--- config.mk ---
export PLATFORM = sky130hd
export DESIGN_NAME = led_blink_pattern_sequencer
export DESIGN_NICKNAME = d
export VERILOG_FILES = /design/src/hdl/lbps_pkg.sv /design/src/hdl/led_blink_pattern_sequencer.sv
export SDC_FILE = /design/constraint.sdc
export NUM_CORES = 1
export LEC_CHECK = 0
export ABC_CLOCK_PERIOD_IN_PS = 23400
export BUFFER_PORTS_ARGS = -buffer_cell sky130_fd_sc_hd__clkbuf_2
export CAP_MARGIN = 0
export CORE_MARGIN = 3
export CORE_UTILIZATION = 60
export DETAILED_ROUTE_END_ITERATION = 8
export PLACE_DENSITY_LB_ADDON = 0.05
export SLEW_MARGIN = 20
export SYNTH_ARGS = -nofsm -noshare
export SYNTH_HDL_FRONTEND = slang
export SYNTH_SLANG_ARGS = --single-unit
--- constraint.sdc ---
create_clock -name clk -period 23.4 [get_ports clk]
set_input_delay 2.34 -clock clk [delete_from_list [all_inputs] [get_ports clk]]
set_output_delay 2.34 -clock clk [all_outputs]
set_load 0.02 [all_outputs]
--- src/hdl/lbps_pkg.sv ---
// Package for the LED blink pattern sequencer: command codes, beat layouts,
// the preset pattern table and the colour-to-pin render function.
// No dependencies.
`timescale 1ns / 1ps
`default_nettype none

package lbps_pkg;

	// Command codes carried in the operation field.
	localparam logic [2:0] OP_TICK   = 3'd0;
	localparam logic [2:0] OP_PRESET = 3'd1;
	localparam logic [2:0] OP_CUSTOM = 3'd2;
	localparam logic [2:0] OP_SOLID  = 3'd3;
	localparam logic [2:0] OP_OFF    = 3'd4;

	// Preset indexes.
	localparam logic [2:0] PRE_OFF        = 3'd0;
	localparam logic [2:0] PRE_INIT       = 3'd1;
	localparam logic [2:0] PRE_CONNECTING = 3'd2;
	localparam logic [2:0] PRE_CONNECTED  = 3'd3;
	localparam logic [2:0] PRE_TRANSMIT   = 3'd4;
	localparam logic [2:0] PRE_BUFFERING  = 3'd5;
	localparam logic [2:0] PRE_ERROR      = 3'd6;
	localparam logic [2:0] PRE_LOWPOWER   = 3'd7;

	// Configuration register indexes.
	localparam logic CFG_BRIGHTNESS = 1'b0;
	localparam logic CFG_ENABLE     = 1'b1;

	// Main state shown while a custom pattern was last started.
	localparam logic [3:0] STATE_CUSTOM = 4'd8;

	// Lit gap used when a pattern's off time is zero, in ms.
	localparam logic [15:0] GAP_MS = 16'd100;

	// Channel level above which a pin lights when no channel dominates.
	localparam logic [7:0] MIX_LEVEL = 8'd128;

	localparam int IN_BYTES  = 9;
	localparam int OUT_BYTES = 2;

	// One input beat, fields from the highest bit down.
	typedef struct packed {
		logic [1:0]  pad;
		logic [7:0]  repeats;
		logic [15:0] off_time;
		logic [15:0] on_time;
		logic [7:0]  blue;
		logic [7:0]  green;
		logic [7:0]  red;
		logic [2:0]  preset;
		logic [2:0]  operation;
	} in_item_t;

	// One result beat, fields from the highest bit down.
	typedef struct packed {
		logic [6:0] pad;
		logic [3:0] indicated_state;
		logic       animating;
		logic       led_blue;
		logic       led_green;
		logic       led_red;
		logic       led_any;
	} out_item_t;

	// A blink pattern: colour as {red, green, blue}, times in ms.
	typedef struct packed {
		logic [23:0] colour;
		logic [15:0] on_ms;
		logic [15:0] off_ms;
		logic [7:0]  rep;
	} pattern_t;

	// Preset pattern table.
	function automatic pattern_t preset_pattern(input logic [2:0] idx);
		pattern_t p;
		unique case (idx)
			PRE_OFF:        p = '{24'h000000, 16'd0,    16'd0,    8'd0};
			PRE_INIT:       p = '{24'hFFFF00, 16'd500,  16'd500,  8'd0};
			PRE_CONNECTING: p = '{24'h0000FF, 16'd200,  16'd800,  8'd0};
			PRE_CONNECTED:  p = '{24'h00FF00, 16'd1000, 16'd0,    8'd1};
			PRE_TRANSMIT:   p = '{24'h00FFFF, 16'd100,  16'd0,    8'd1};
			PRE_BUFFERING:  p = '{24'hFFA500, 16'd250,  16'd250,  8'd2};
			PRE_ERROR:      p = '{24'hFF0000, 16'd100,  16'd100,  8'd0};
			PRE_LOWPOWER:   p = '{24'h640064, 16'd2000, 16'd8000, 8'd0};
			default:        p = '0;
		endcase
		return p;
	endfunction

	// Scale one channel by brightness/255. The quotient of a 16-bit product by
	// 255 is (x + (x >> 8) + 1) >> 8, exact over the whole product range.
	function automatic logic [7:0] scale_channel(input logic [7:0] v, input logic [7:0] br);
		logic [15:0] prod;
		logic [16:0] sum;
		prod = v * br;
		sum  = {1'b0, prod} + {9'd0, prod[15:8]} + 17'd1;
		return sum[15:8];
	endfunction

	// Map a colour to the pins {blue, green, red, any}.
	function automatic logic [3:0] render(input logic [23:0] rgb, input logic [7:0] br);
		logic [7:0] r;
		logic [7:0] g;
		logic [7:0] b;
		logic [3:0] p;
		r = scale_channel(rgb[23:16], br);
		g = scale_channel(rgb[15:8], br);
		b = scale_channel(rgb[7:0], br);
		p = 4'b0000;
		if ((r != 8'd0) || (g != 8'd0) || (b != 8'd0)) begin
			p[0] = 1'b1;
			priority if ((r > g) && (r > b)) begin
				p[1] = 1'b1;
			end else if ((g > r) && (g > b)) begin
				p[2] = 1'b1;
			end else if ((b > r) && (b > g)) begin
				p[3] = 1'b1;
			end else begin
				p[1] = (r > MIX_LEVEL);
				p[2] = (g > MIX_LEVEL);
				p[3] = (b > MIX_LEVEL);
			end
		end
		return p;
	endfunction

endpackage

`default_nettype wire

--- src/hdl/led_blink_pattern_sequencer.sv ---
// Top level of the LED blink pattern sequencer: input register, command and
// pattern step logic, result register with stream handshakes.
// Depends on lbps_pkg.
`timescale 1ns / 1ps
`default_nettype none

// One beat in gives one result beat out. The block takes a command beat in
// every cycle: a beat is held in an input register, its command is applied to
// the pattern state in one pass of logic, and the result lands in an output
// register; a result is valid once it has passed both registers. The output
// register drains while the next command moves up, so a stall on the result
// side only holds the input when both registers are full.
// Commands are a 1 ms tick, preset start, custom start, solid colour and off;
// the configuration port sets brightness (applied at each render) and enable.
module led_blink_pattern_sequencer (
	input  wire logic                              clk,
	input  wire logic                              arst_n,
	// Command stream.
	input  wire logic                              s_tvalid,
	output      logic                              s_tready,
	// operation[2:0], preset[5:3], red[13:6], green[21:14], blue[29:22],
	// on_time[45:30], off_time[61:46], repeats[69:62], zero fill
	input  wire logic [8*lbps_pkg::IN_BYTES-1:0]   s_tdata,
	// Result stream.
	output      logic                              m_tvalid,
	input  wire logic                              m_tready,
	// led_any[0], led_red[1], led_green[2], led_blue[3], animating[4],
	// indicated_state[8:5], zero fill
	output      logic [8*lbps_pkg::OUT_BYTES-1:0]  m_tdata,
	// Configuration write port.
	input  wire logic                              cfg_we,
	input  wire logic                              cfg_index,
	input  wire logic [7:0]                        cfg_data
);
	import lbps_pkg::*;

	// Input register.
	logic      valid_s1;
	in_item_t  item_s1;
	logic      adv;

	// Result register.
	logic      out_valid_q;
	out_item_t out_q;

	// Configuration registers.
	logic [7:0] brightness_q;
	logic       enable_q;

	// Pattern state.
	logic        phase_q;
	logic [7:0]  count_q;
	logic        running_q;
	logic [15:0] wait_q;
	pattern_t    pat_q;
	logic [3:0]  main_q;
	logic [3:0]  pins_q;

	// Next pattern state.
	logic        phase_d;
	logic [7:0]  count_d;
	logic        running_d;
	logic [15:0] wait_d;
	pattern_t    pat_d;
	logic [3:0]  main_d;
	logic [3:0]  pins_d;

	pattern_t    start_pat;
	logic        do_start;
	logic        do_step;
	logic [7:0]  count_inc;

	// The input register moves on when the result register is free or drains.
	assign adv      = valid_s1 && (!out_valid_q || m_tready);
	assign s_tready = !valid_s1 || adv;
	assign m_tvalid = out_valid_q;
	assign m_tdata  = out_q;

	always_ff @(posedge clk or negedge arst_n) begin
		if (!arst_n) begin
			valid_s1 <= 1'b0;
		end else if (s_tready) begin
			valid_s1 <= s_tvalid;
		end
	end

	always_ff @(posedge clk) begin
		if (s_tready && s_tvalid) begin
			item_s1 <= s_tdata;
		end
	end

	// Command decode and one pattern step.
	always_comb begin
		phase_d   = phase_q;
		count_d   = count_q;
		running_d = running_q;
		wait_d    = wait_q;
		pat_d     = pat_q;
		main_d    = main_q;
		pins_d    = pins_q;
		do_start  = 1'b0;
		do_step   = 1'b0;
		start_pat = (item_s1.operation == OP_PRESET) ? preset_pattern(item_s1.preset)
			: pattern_t'{{item_s1.red, item_s1.green, item_s1.blue},
				item_s1.on_time, item_s1.off_time, item_s1.repeats};

		unique case (item_s1.operation)
			OP_TICK: begin
				if (running_q && enable_q) begin
					if (wait_q > 16'd1) begin
						wait_d = wait_q - 16'd1;
					end else begin
						wait_d  = 16'd0;
						do_step = 1'b1;
					end
				end
			end
			OP_PRESET: begin
				if (enable_q) begin
					if ((item_s1.preset != PRE_TRANSMIT) && (item_s1.preset != PRE_BUFFERING)) begin
						main_d = {1'b0, item_s1.preset};
					end
					do_start = 1'b1;
				end
			end
			OP_CUSTOM: begin
				if (enable_q) begin
					main_d   = STATE_CUSTOM;
					do_start = 1'b1;
				end
			end
			OP_SOLID: begin
				if (enable_q) begin
					running_d = 1'b0;
					wait_d    = 16'd0;
					pins_d    = render({item_s1.red, item_s1.green, item_s1.blue}, brightness_q);
				end
			end
			OP_OFF: begin
				main_d    = 4'd0;
				running_d = 1'b0;
				wait_d    = 16'd0;
				pins_d    = 4'b0000;
			end
			default: begin
			end
		endcase

		// A start loads the pattern and fires its first step at once.
		if (do_start) begin
			pat_d     = start_pat;
			phase_d   = 1'b0;
			count_d   = 8'd0;
			running_d = 1'b1;
			wait_d    = 16'd0;
			do_step   = 1'b1;
		end

		count_inc = count_d + 8'd1;

		// On phase shows the colour; off phase darkens or keeps the lit gap.
		if (do_step) begin
			if (!phase_d) begin
				pins_d = render(pat_d.colour, brightness_q);
				if (pat_d.on_ms != 16'd0) begin
					wait_d  = pat_d.on_ms;
					phase_d = 1'b1;
				end else begin
					running_d = 1'b0;
					wait_d    = 16'd0;
				end
			end else begin
				if (pat_d.off_ms != 16'd0) begin
					pins_d = 4'b0000;
					wait_d = pat_d.off_ms;
				end else begin
					wait_d = GAP_MS;
				end
				phase_d = 1'b0;
				count_d = count_inc;
				if ((pat_d.rep != 8'd0) && (count_inc >= pat_d.rep)) begin
					running_d = 1'b0;
					wait_d    = 16'd0;
				end
			end
		end
	end

	// Pattern state and config; the user must write only while idle (not checked).
	always_ff @(posedge clk or negedge arst_n) begin
		if (!arst_n) begin
			brightness_q <= 8'd255;
			enable_q     <= 1'b1;
			phase_q      <= 1'b0;
			count_q      <= 8'd0;
			running_q    <= 1'b0;
			wait_q       <= 16'd0;
			pat_q        <= '0;
			main_q       <= 4'd0;
			pins_q       <= 4'b0000;
		end else if (cfg_we) begin
			unique case (cfg_index)
				CFG_BRIGHTNESS: brightness_q <= cfg_data;
				CFG_ENABLE: begin
					enable_q <= cfg_data[0];
					if (!cfg_data[0]) begin
						running_q <= 1'b0;
						wait_q    <= 16'd0;
						pins_q    <= 4'b0000;
					end
				end
				default: begin
				end
			endcase
		end else if (adv) begin
			phase_q   <= phase_d;
			count_q   <= count_d;
			running_q <= running_d;
			wait_q    <= wait_d;
			pat_q     <= pat_d;
			main_q    <= main_d;
			pins_q    <= pins_d;
		end
	end

	// Result register.
	always_ff @(posedge clk or negedge arst_n) begin
		if (!arst_n) begin
			out_valid_q <= 1'b0;
		end else if (adv) begin
			out_valid_q <= 1'b1;
		end else if (m_tready) begin
			out_valid_q <= 1'b0;
		end
	end

	always_ff @(posedge clk) begin
		if (adv) begin
			out_q.pad             <= '0;
			out_q.indicated_state <= main_d;
			out_q.animating       <= running_d;
			out_q.led_blue        <= pins_d[3];
			out_q.led_green       <= pins_d[2];
			out_q.led_red         <= pins_d[1];
			out_q.led_any         <= pins_d[0];
		end
	end

	// An empty result register never holds back the input.
	a_ready_when_empty: assert property (@(posedge clk) disable iff (!arst_n)
		!out_valid_q |-> s_tready)
		else $error("input stalled with an empty result register");

	// A pattern only runs while enabled.
	a_run_needs_enable: assert property (@(posedge clk) disable iff (!arst_n)
		running_q |-> enable_q)
		else $error("pattern running while disabled");

	// A stopped pattern leaves no wait behind.
	a_idle_no_wait: assert property (@(posedge clk) disable iff (!arst_n)
		!running_q |-> (wait_q == 16'd0))
		else $error("wait left while not running");

	// Colour pins only light together with the any pin.
	a_pins_need_any: assert property (@(posedge clk) disable iff (!arst_n)
		!pins_q[0] |-> (pins_q[3:1] == 3'b000))
		else $error("colour pin lit without the any pin");

endmodule

`default_nettype wire

Word level (Yosys, flattened, before mapping). Memories as Yosys holds them, arrays and structs flattened. A register that Yosys moved wholly into a read port is not among the register bits. Cells that the tools add are included.

Register bits: 188. Bits in read-only memories: 384. Output and inout port bits: 18. Logic and storage cells: 191. Memories kept: 1.

Add/subtract/negate cells: 14. Multipliers: 6. Order comparisons: 20. Equality and inequality tests: 10. Multiplexer cells: 72. Bitwise gates (word level): 2. Reduce and logical (&&, ||, !) cells: 38.

Memories: (name not given) (depth 8, width 48, read ports 1, clocked after Yosys merged registers in 1, write ports 0, line lbps_pkg.sv:77) `unique case (idx)`.

Operator list (count): $mux W16 (13); $mux W64 (2); $add A16 B1 Y16 const B (6); $add A16 B8 Y16 (6); $gt A8 B8 Y1 (12); $mul A8 B8 Y16 (6); $reduce_bool A8 Y1 (7); $mux W4 (13); $gt A8 B8 Y1 const B (6); $pmux W16 S3 (1); $mux W1 (32); $reduce_bool A16 Y1 (2); $mux W8 (3); $gt A16 B1 Y1 const B (1); $sub A16 B1 Y16 const B (1); $pmux W4 S3 (1); $logic_and A1 B1 Y1 (11); $ne A5 B5 Y1 const B (2); $add A8 B1 Y8 const B (1); $ge A8 B8 Y1 (1); $mux W2 (4); $pmux W4 S2 (1); $eq A3 B2 Y1 const B (2); $logic_or A1 B1 Y1 (6); other kinds (16) (22).

Longest topological paths before layout. Gate-level depths: netlist (run 1).

Depth after elaboration: 17. Depth in mapped cells: 47. Gate-level depth less buffers: 40.

Least setup slack after synthesis (run 1). OpenSTA, ideal clock, no wires.

Kind: register to register. Start point: register item_s1[0] (netlist name). End point: register pins_q[2]. Setup time: 0.066 ns. Arrival: 9.967 ns. Data required time: 23.334 ns. Path slack: 13.366 ns. Stages on the path, launching flop included: 43. Path buffers: 6. Period minus slack after synthesis: 10.034 ns. Cells stage by stage: edfxtp_1 -> buf_2 -> xor2_2 -> nand2_1 -> clkbuf_1 -> clkbuf_1 -> clkbuf_1 -> clkbuf_1 -> clkbuf_1 -> nand2_1 -> o21ai_1 -> nand2_1 -> fa_1 -> fa_1 -> inv_1 -> fa_1 -> inv_1 -> fa_1 -> [7 not listed] -> ha_1 -> o21a_1 -> o21a_1 -> o21ai_0 -> a211o_1 -> o21a_1 -> nor4_1 -> xnor2_1 -> inv_1 -> ha_1 -> and4_2 -> and2_1 -> o21ai_0 -> nor4b_1 -> a311o_1 -> o32a_1 -> o41ai_2 -> a22o_1.

Word-level cells in the longest chain between the ends: 17.

RTL lines: start, declared (line led_blink_pattern_sequencer.sv:39) `in_item_t item_s1;`; start signal, assigned (line led_blink_pattern_sequencer.sv:89) `item_s1 <= s_tdata;`; $eq A3 B1 Y1 or $eq A3 B2 Y1 (tied branches) (line led_blink_pattern_sequencer.sv:104, led_blink_pattern_sequencer.sv:108); $reduce_or A2 Y1 (no source line); $mux W1; $mux W64 (line led_blink_pattern_sequencer.sv:151) `if (do_start) begin`; $mul A8 B8 Y16 (line lbps_pkg.sv:96) `prod = v * br;`; $add A16 B8 Y16 (line lbps_pkg.sv:97) `sum = {1'b0, prod} + {9'd0, prod[15:8]} + 17'd1;`; $add A16 B1 Y16 (line lbps_pkg.sv:97); $gt A8 B8 Y1 (line lbps_pkg.sv:117) `end else if ((b > r) && (b > g)) begin`; [2 not listed]; $mux W1 (line lbps_pkg.sv:115) `end else if ((g > r) && (g > b)) begin`; $mux W2 (line lbps_pkg.sv:113) `priority if ((r > g) && (r > b)) begin`; $mux W4 (line lbps_pkg.sv:111) `if ((r != 8'd0) || (g != 8'd0) || (b != 8'd0)) begin`; $mux W4 (line led_blink_pattern_sequencer.sv:164) `if (!phase_d) begin`; $mux W4 (*) (line led_blink_pattern_sequencer.sv:163) `if (do_step) begin`; via pins_d[2] (line led_blink_pattern_sequencer.sv:66) `logic [3:0] pins_d;`; $mux W4 (*) (line led_blink_pattern_sequencer.sv:216) `end else if (adv) begin`; $mux W4 (*) (line led_blink_pattern_sequencer.sv:202) `end else if (cfg_we) begin`; end signal, assigned (line led_blink_pattern_sequencer.sv:223) `pins_q <= pins_d;`; end, declared (line led_blink_pattern_sequencer.sv:57) `logic [3:0] pins_q;`.

Mark *: on every way through the listed nets, which the timed path passes. The rest lies on a longest branch. The select of a mux whose other input is x is not followed. A chain may end at the register's enable or synchronous reset.

Worst setup path after layout (run 1).
Start point: register enable_q. End point: register pins_q[3].

Word-level cells in the longest chain between the ends: 16.

RTL lines: start, declared (line led_blink_pattern_sequencer.sv:48) `logic enable_q;`; start signal, assigned (line led_blink_pattern_sequencer.sv:206) `enable_q <= cfg_data[0];`; $mux W1 (line led_blink_pattern_sequencer.sv:120, led_blink_pattern_sequencer.sv:128); $mux W1; $mux W64 (line led_blink_pattern_sequencer.sv:151); $mul A8 B8 Y16 (line lbps_pkg.sv:96); $add A16 B8 Y16 (line lbps_pkg.sv:97); $add A16 B1 Y16 (line lbps_pkg.sv:97); $gt A8 B8 Y1 (line lbps_pkg.sv:117); $logic_and A1 B1 Y1 (line lbps_pkg.sv:117); $mux W1 (line lbps_pkg.sv:117); $mux W1 (line lbps_pkg.sv:115); $mux W2 (line lbps_pkg.sv:113); $mux W4 (line lbps_pkg.sv:111); $mux W4 (line led_blink_pattern_sequencer.sv:164); $mux W4 (*) (line led_blink_pattern_sequencer.sv:163); via pins_d[3] (line led_blink_pattern_sequencer.sv:66); $mux W4 (*) (line led_blink_pattern_sequencer.sv:216); $mux W4 (*) (line led_blink_pattern_sequencer.sv:202).

Marked as above.

==> out/qor.yml, run 1 <==
drt:
  vias_per_cell: 5.93
  drt_pass1_iterations: 5
  detail-route-antenna-nets: 0
  routed-via-count: 21600
  drt-wirelength-per-cell_um: 18.5
  drt-total-wl_um: 67300
  drt_first_iter_violations: 1245
  drcViolationCount: 0
job:
  drv_cap: 0
finish:
  final_nets: 3649
  area_growth_pct: 6.78
  final_common_cell: "inv_1"
  fill_cells: 3720
  num_antenna_cells: 0
  layout_common_cells: "inv_1 (373), nand2_1 (339), and2_1 (332), ha_1 (315), fa_1 (216)"
  drive_gt1_share_pct: 7.74
floorplan:
  rows: 76
  io_pins: 104
  die_x_um: 216
  start_util_pct: 61.0
  core_um2: 43400
  dieArea_um2: 46700
  die_h_um: 216
logic_synthesis:
  syn_inst: 3001
  synthTopCellsByArea: "fa_1 (16%), ha_1 (15%), dfrtp_1 (9.5%), edfxtp_1 (9.0%), and2_1 (7.8%)"
  netlist_area_um2: 26500
  synth_async_sr_flop_share_pct: 51.9
  seq_area_frac_synth_pct: 21.0
  synth_top_flop_cell: "dfrtp_1"
  ys_ff_latch: 210
  synth.distinct_cells: 111
  yosys.area.top_type: "fa_1"
  synth_area_per_cell_um2: 8.82
  synth_edf_count: 79
  synth_top_area_share_pct: 16.3
  yosys_warnings: 0
timing:
  finalCritPeriodShare_pct: 51.3
  hold_violations: 0
  layout_min_cycle_time_ns: 12.00
  rsz0062_at_grt: "no"
  tightestPinTransition_ns: 1.13
  worst_slew_margin_rel_pct: 24.4
  tns_ns: 0
  setup_violations: 0
  fmax_ghz: 0.0833
  skew_ns: 0.0197
  slew_viol_final: 0
worst_setup_path:
  worst_path_max_delay_cell: "o41ai_1"
  crit_arrival_ns: 12.48
  critPathCaptureType: "flop"
  cp-start-kind: "flop"
  cp.required_ns: 23.88
  slowest_delay_ns: 1.00
  path_class: "reg -> reg"
  crit_top_cell: "inv_1"
  worst-path-max-fanout: 77
clock_network:
  cts.sinks: 210
  hold_buffers: 0
  cts_resized: 0
  cts_inserted_buffers: 25
  clk_pin_slew_ns: 0.06
  cts_buffer_depth: 3
  cts.htree.levels: 1
  cts_setup_buffers: 0
  clkLatencyLatePin_ns: 0.55
  root_buffer: "clkbuf_16"
  cts_tree: "yes"
grt:
  grt_use_total_pct: 29.1
  grt_start_max_net_pins: 78
  grt.overflow.total: 0
  grt_pass1_vias: 22200
  grt_pass1_wl_um: 111000
  antenna_found_initial: 1
worst_hold_path:
  hp-class: "reg -> reg"
placed_design:
  io_buffers: 94
  hpwl_um: 51200
  place.gp.congestion: 0.933
outcome:
  status: "complete, no violations"
[cell usage after synthesis, types with 16 or more instances]
master    count
edfxtp_1     79
ha_1        315
nand2b_1     20
nand2_1     340
nand4_1      23
mux2_2       16
o21ai_0     116
nor2_1       86
nor2b_1      17
xor2_1       46
nor4_1       17
inv_1       374
and3_1       29
fa_1        216
a31oi_1      18
nand3_1      43
a21oi_1     170
clkbuf_1     97
o211ai_1     16
o21a_1       28
dfrtp_1     100
a21o_1       44
and2_1      332
dfxtp_1      22
nor3_1       32
xnor2_1      87
o21ai_1      27
[cell families after synthesis]
logic type	synth area share, %
other	0.0142
adder cells (fa/ha/maj)	31.3
AND/OR/NAND/NOR	20.0
flip-flops	21.0
multiplexers	1.02
XOR/XNOR	4.85
AO/OA/AOI/OAI	14.7
buffers and inverters	7.12
[worst paths after layout]
path / from / to / slack [ns] / cells after the start
max: enable_q$_DFFE_PN1P_ / pins_q[3]$_DFFE_PN0P_ / 11.40 / 37
min: pat_q[20]$_DFFE_PN0P_ / pat_q[20]$_DFFE_PN0P_ / 0.48 / 2
max reg2reg: enable_q$_DFFE_PN1P_ / pins_q[3]$_DFFE_PN0P_ / 11.40 / 37
min reg2reg: pat_q[20]$_DFFE_PN0P_ / pat_q[20]$_DFFE_PN0P_ / 0.48 / 2
max in group asynchronous: arst_n / count_q[4]$_DFFE_PN0P_ / 20.22 / 2
min in group asynchronous: arst_n / pat_q[4]$_DFFE_PN0P_ / 1.88 / 1
[cell type report]
class | instances | area, µm² | area share (%)
Timing Repair Buffer | 115 | 631 | 2.23
Clock inverter | 16 | 180 | 0.637
Inverter | 375 | 1410 | 4.98
Multi-Input combinational cell | 2305 | 19100 | 67.5
Clock buffer | 30 | 687 | 2.43
Sequential cell | 210 | 5550 | 19.6
Tap cell | 585 | 732 | 2.59
[worst max-delay path, delay by kind of cell (launching register included)]
kind / cells / cell delay, ns
fa+ha+maj: 7 / 3.01
flops: 1 / 0.69
xor+xnor: 2 / 0.76
compound gates: 11 / 3.83
buf+inv: 6 / 0.88
simple gates: 11 / 2.74
[metrics by stage]
step | area (µm²) | hold slack (ns) | worst slack [ns] | cells | utilization, %
CTS | 28300 | 0.478 | 11.60 | 3636 | 65.2
global route | 28300 | 0.496 | 10.75 | 3636 | 65.2
floorplan | 26500 | 0.439 | 13.37 | 3007 | -
detailed placement | 27400 | 0.457 | 11.67 | 3590 | 63.2
global placement | 27400 | 0.453 | 12.08 | 3590 | 63.2
finish | 28300 | 0.476 | 11.40 | 3636 | 65.2
[metal layers]
| layer | vias up | part of all wire, % | global-route usage (%) | wire length (µm) |
|---|---|---|---|---|
| li1 | 10200 | - | - | - |
| met1 | 10600 | 41 | 36.4 | 27800 |
| met2 | 637 | 48 | 51.0 | 32500 |
| met3 | 163 | 5.6 | 3.63 | 3790 |
| met4 | 0 | 4.7 | 12.4 | 3190 |
| met5 | - | 0 | 0 | 0 |
Power of run 1 is not shown: default switching activity piles up to over one toggle a cycle in this logic, so the estimate is an artifact.
==> run 2: changes to the inputs <==
ABC_CLOCK_PERIOD_IN_PS = 11100   (was 23400)
clock period = 11.1 ns   (was 23.4 ns; I/O delays follow)
==> run 2 against run 1 <==
  * Non-clock buffer count up 19
  * Sequential share of layout area shrank 0.11 points
  * Final cell count up 0.47%
  * Sequential cell count did not move
  * Critical path depth up 1
  * Die area is the same
  * Worst setup slack lost 11 ns
  * Utilization rose by 0.36 points
==> out/qor.yml, run 2 (synthesized netlist as in run 1, its figures left out) <==
drt:
  drt_pass1_iterations: 5  # unchanged
  drcViolationCount: 0  # unchanged
  drt-wirelength-per-cell_um: 18.6  # +0.43%
  routed-via-count: 21600  # +0.19%
  vias_per_cell: 5.92  # -0.27%
  drt-total-wl_um: 67900  # +0.90%
  detail-route-antenna-nets: 0  # unchanged
  drt_first_iter_violations: 1243  # -0.16%
clock_network:
  clk_pin_slew_ns: 0.06  # about the same
  cts_inserted_buffers: 24  # -4.0%
  cts_buffer_depth: 3  # unchanged
  cts_tree: "yes"
  hold_buffers: 0  # unchanged
  root_buffer: "clkbuf_16"
  cts.htree.levels: 1  # unchanged
  cts.sinks: 210  # unchanged
  clkLatencyLatePin_ns: 0.55  # about the same
grt:
  grt.overflow.total: 0  # unchanged
  grt_start_max_net_pins: 78  # unchanged
  grt_pass1_vias: 22300  # +0.45%
  antenna_found_initial: 1  # unchanged
  grt_use_total_pct: 29.5  # +0.41 points
  grt_pass1_wl_um: 113000  # +1.6%
finish:
  layout_common_cells: "inv_1 (373), nand2_1 (339), and2_1 (332), ha_1 (315), fa_1 (216)"
  fin_util_pct: 65.5  # +0.36 points
  drive_gt1_share_pct: 8.41  # +0.67 points
  num_antenna_cells: 0  # unchanged
  final_common_cell: "inv_1"
  area_growth_pct: 7.37
  fill_cells: 3706  # -0.38%
  final_nets: 3667  # +0.49%
  design_area_um2: 28400  # +0.55%
timing:
  setup_violations: 0  # unchanged
  fmax_ghz: 0.0954  # +14%
  timing.hold.ws_ns: 0.475  # -0.000503 ns
  layout_min_cycle_time_ns: 10.49  # -1.51 ns
  worst_slew_margin_rel_pct: 35.0  # +11 points
  hold_violations: 0  # unchanged
  finalCritPeriodShare_pct: 94.5  # +43 points
  tightestPinTransition_ns: 0.967  # -0.161 ns
  skew_ns: 0.0328  # +0.0131 ns
  slew_viol_final: 0  # unchanged
worst_setup_path:
  path_class: "reg -> reg"
  crit_arrival_ns: 10.98  # -1.50 ns
  cp-start-kind: "flop"
  reg2regPathDepth: 38  # +2.7%
  cp.depth: 38  # +2.7%
  cp_num_buf_inv: 4  # -2
  slowest_delay_ns: 0.66  # -0.34 ns
  crit_family: "compound AO/OA/AOI/OAI gates"
  worst_path_max_delay_cell: "o41ai_2"
  crit_top_cell: "a21oi_1"
  critPathCaptureType: "flop"
  worst-path-max-fanout: 25  # -68%
  cp.required_ns: 11.59  # -12.29 ns
outcome:
  status: "complete, no violations"
floorplan:
  dieArea_um2: 46700  # unchanged
  die_h_um: 216  # unchanged
  die_x_um: 216  # unchanged
  start_util_pct: 61.0  # unchanged
  io_pins: 104  # unchanged
  rows: 76  # unchanged
  core_um2: 43400  # unchanged
placed_design:
  hpwl_um: 52700  # +2.9%
  io_buffers: 94  # unchanged
  place.gp.congestion: 0.929  # -0.38%
  place_area_um2: 27500  # +0.42%
worst_hold_path:
  hp-class: "reg -> reg"
  hold_depth: 2  # unchanged
job:
  drv_cap: 0  # unchanged
-- run 2: final cells by class --
class	count	area (µm²)	area share (%)
sequential	210	5550	19.5
inverter	375	1410	4.95
tap	585	732	2.58
multi-input combinational	2305	19100	67.2
clock inverter	10	138	0.484
timing repair buffer	134	771	2.71
clock buffer	34	711	2.50
-- run 2: repair_timing --
item	CTS	global route
gates resized for setup	0	8
buffers inserted	0	3
setup endpoints to repair	0	6
-- run 2: worst min-delay path: stages, from the launching register on --
cell and delay [ns]:
dfrtp_1 0.34, nand2_1 0.05, nand2_1 0.05
-- run 2: layer usage --
| layer | part of all wire [%] | up-vias | GRT usage [%] |
|---|---|---|---|
| met4 | 3.6 | 0 | 9.65 |
| met5 | 0 | - | 0 |
| li1 | - | 10300 | - |
| met3 | 5.2 | 127 | 3.15 |
| met1 | 42 | 10600 | 37.5 |
| met2 | 49 | 610 | 52.8 |
-- run 2: stage by stage --
stage | setup slack (ns) | std cells | TNS [ns]
global placement | 0.780 | 3605 | 0
floorplan | 1.07 | 3007 | 0
CTS | 0.494 | 3649 | 0
detailed placement | 0.512 | 3605 | 0
finish | 0.614 | 3653 | 0
global route | -0.0129 | 3653 | -0.0129
-- run 2: worst paths after layout --
kind | end | start | slack (ns)
hold reg to reg | pat_q[26]$_DFFE_PN0P_ | pat_q[26]$_DFFE_PN0P_ | 0.48
max in group asynchronous | pat_q[62]$_DFFE_PN0P_ | arst_n | 9.11
setup / recovery | pins_q[2]$_DFFE_PN0P_ | item_s1[0]$_DFFE_PP_ | 0.61
hold / removal | pat_q[26]$_DFFE_PN0P_ | pat_q[26]$_DFFE_PN0P_ | 0.48
min in group asynchronous | pat_q[4]$_DFFE_PN0P_ | arst_n | 0.68
setup reg to reg | pins_q[2]$_DFFE_PN0P_ | item_s1[0]$_DFFE_PP_ | 0.61
Power of run 2 is left out for the same reason.
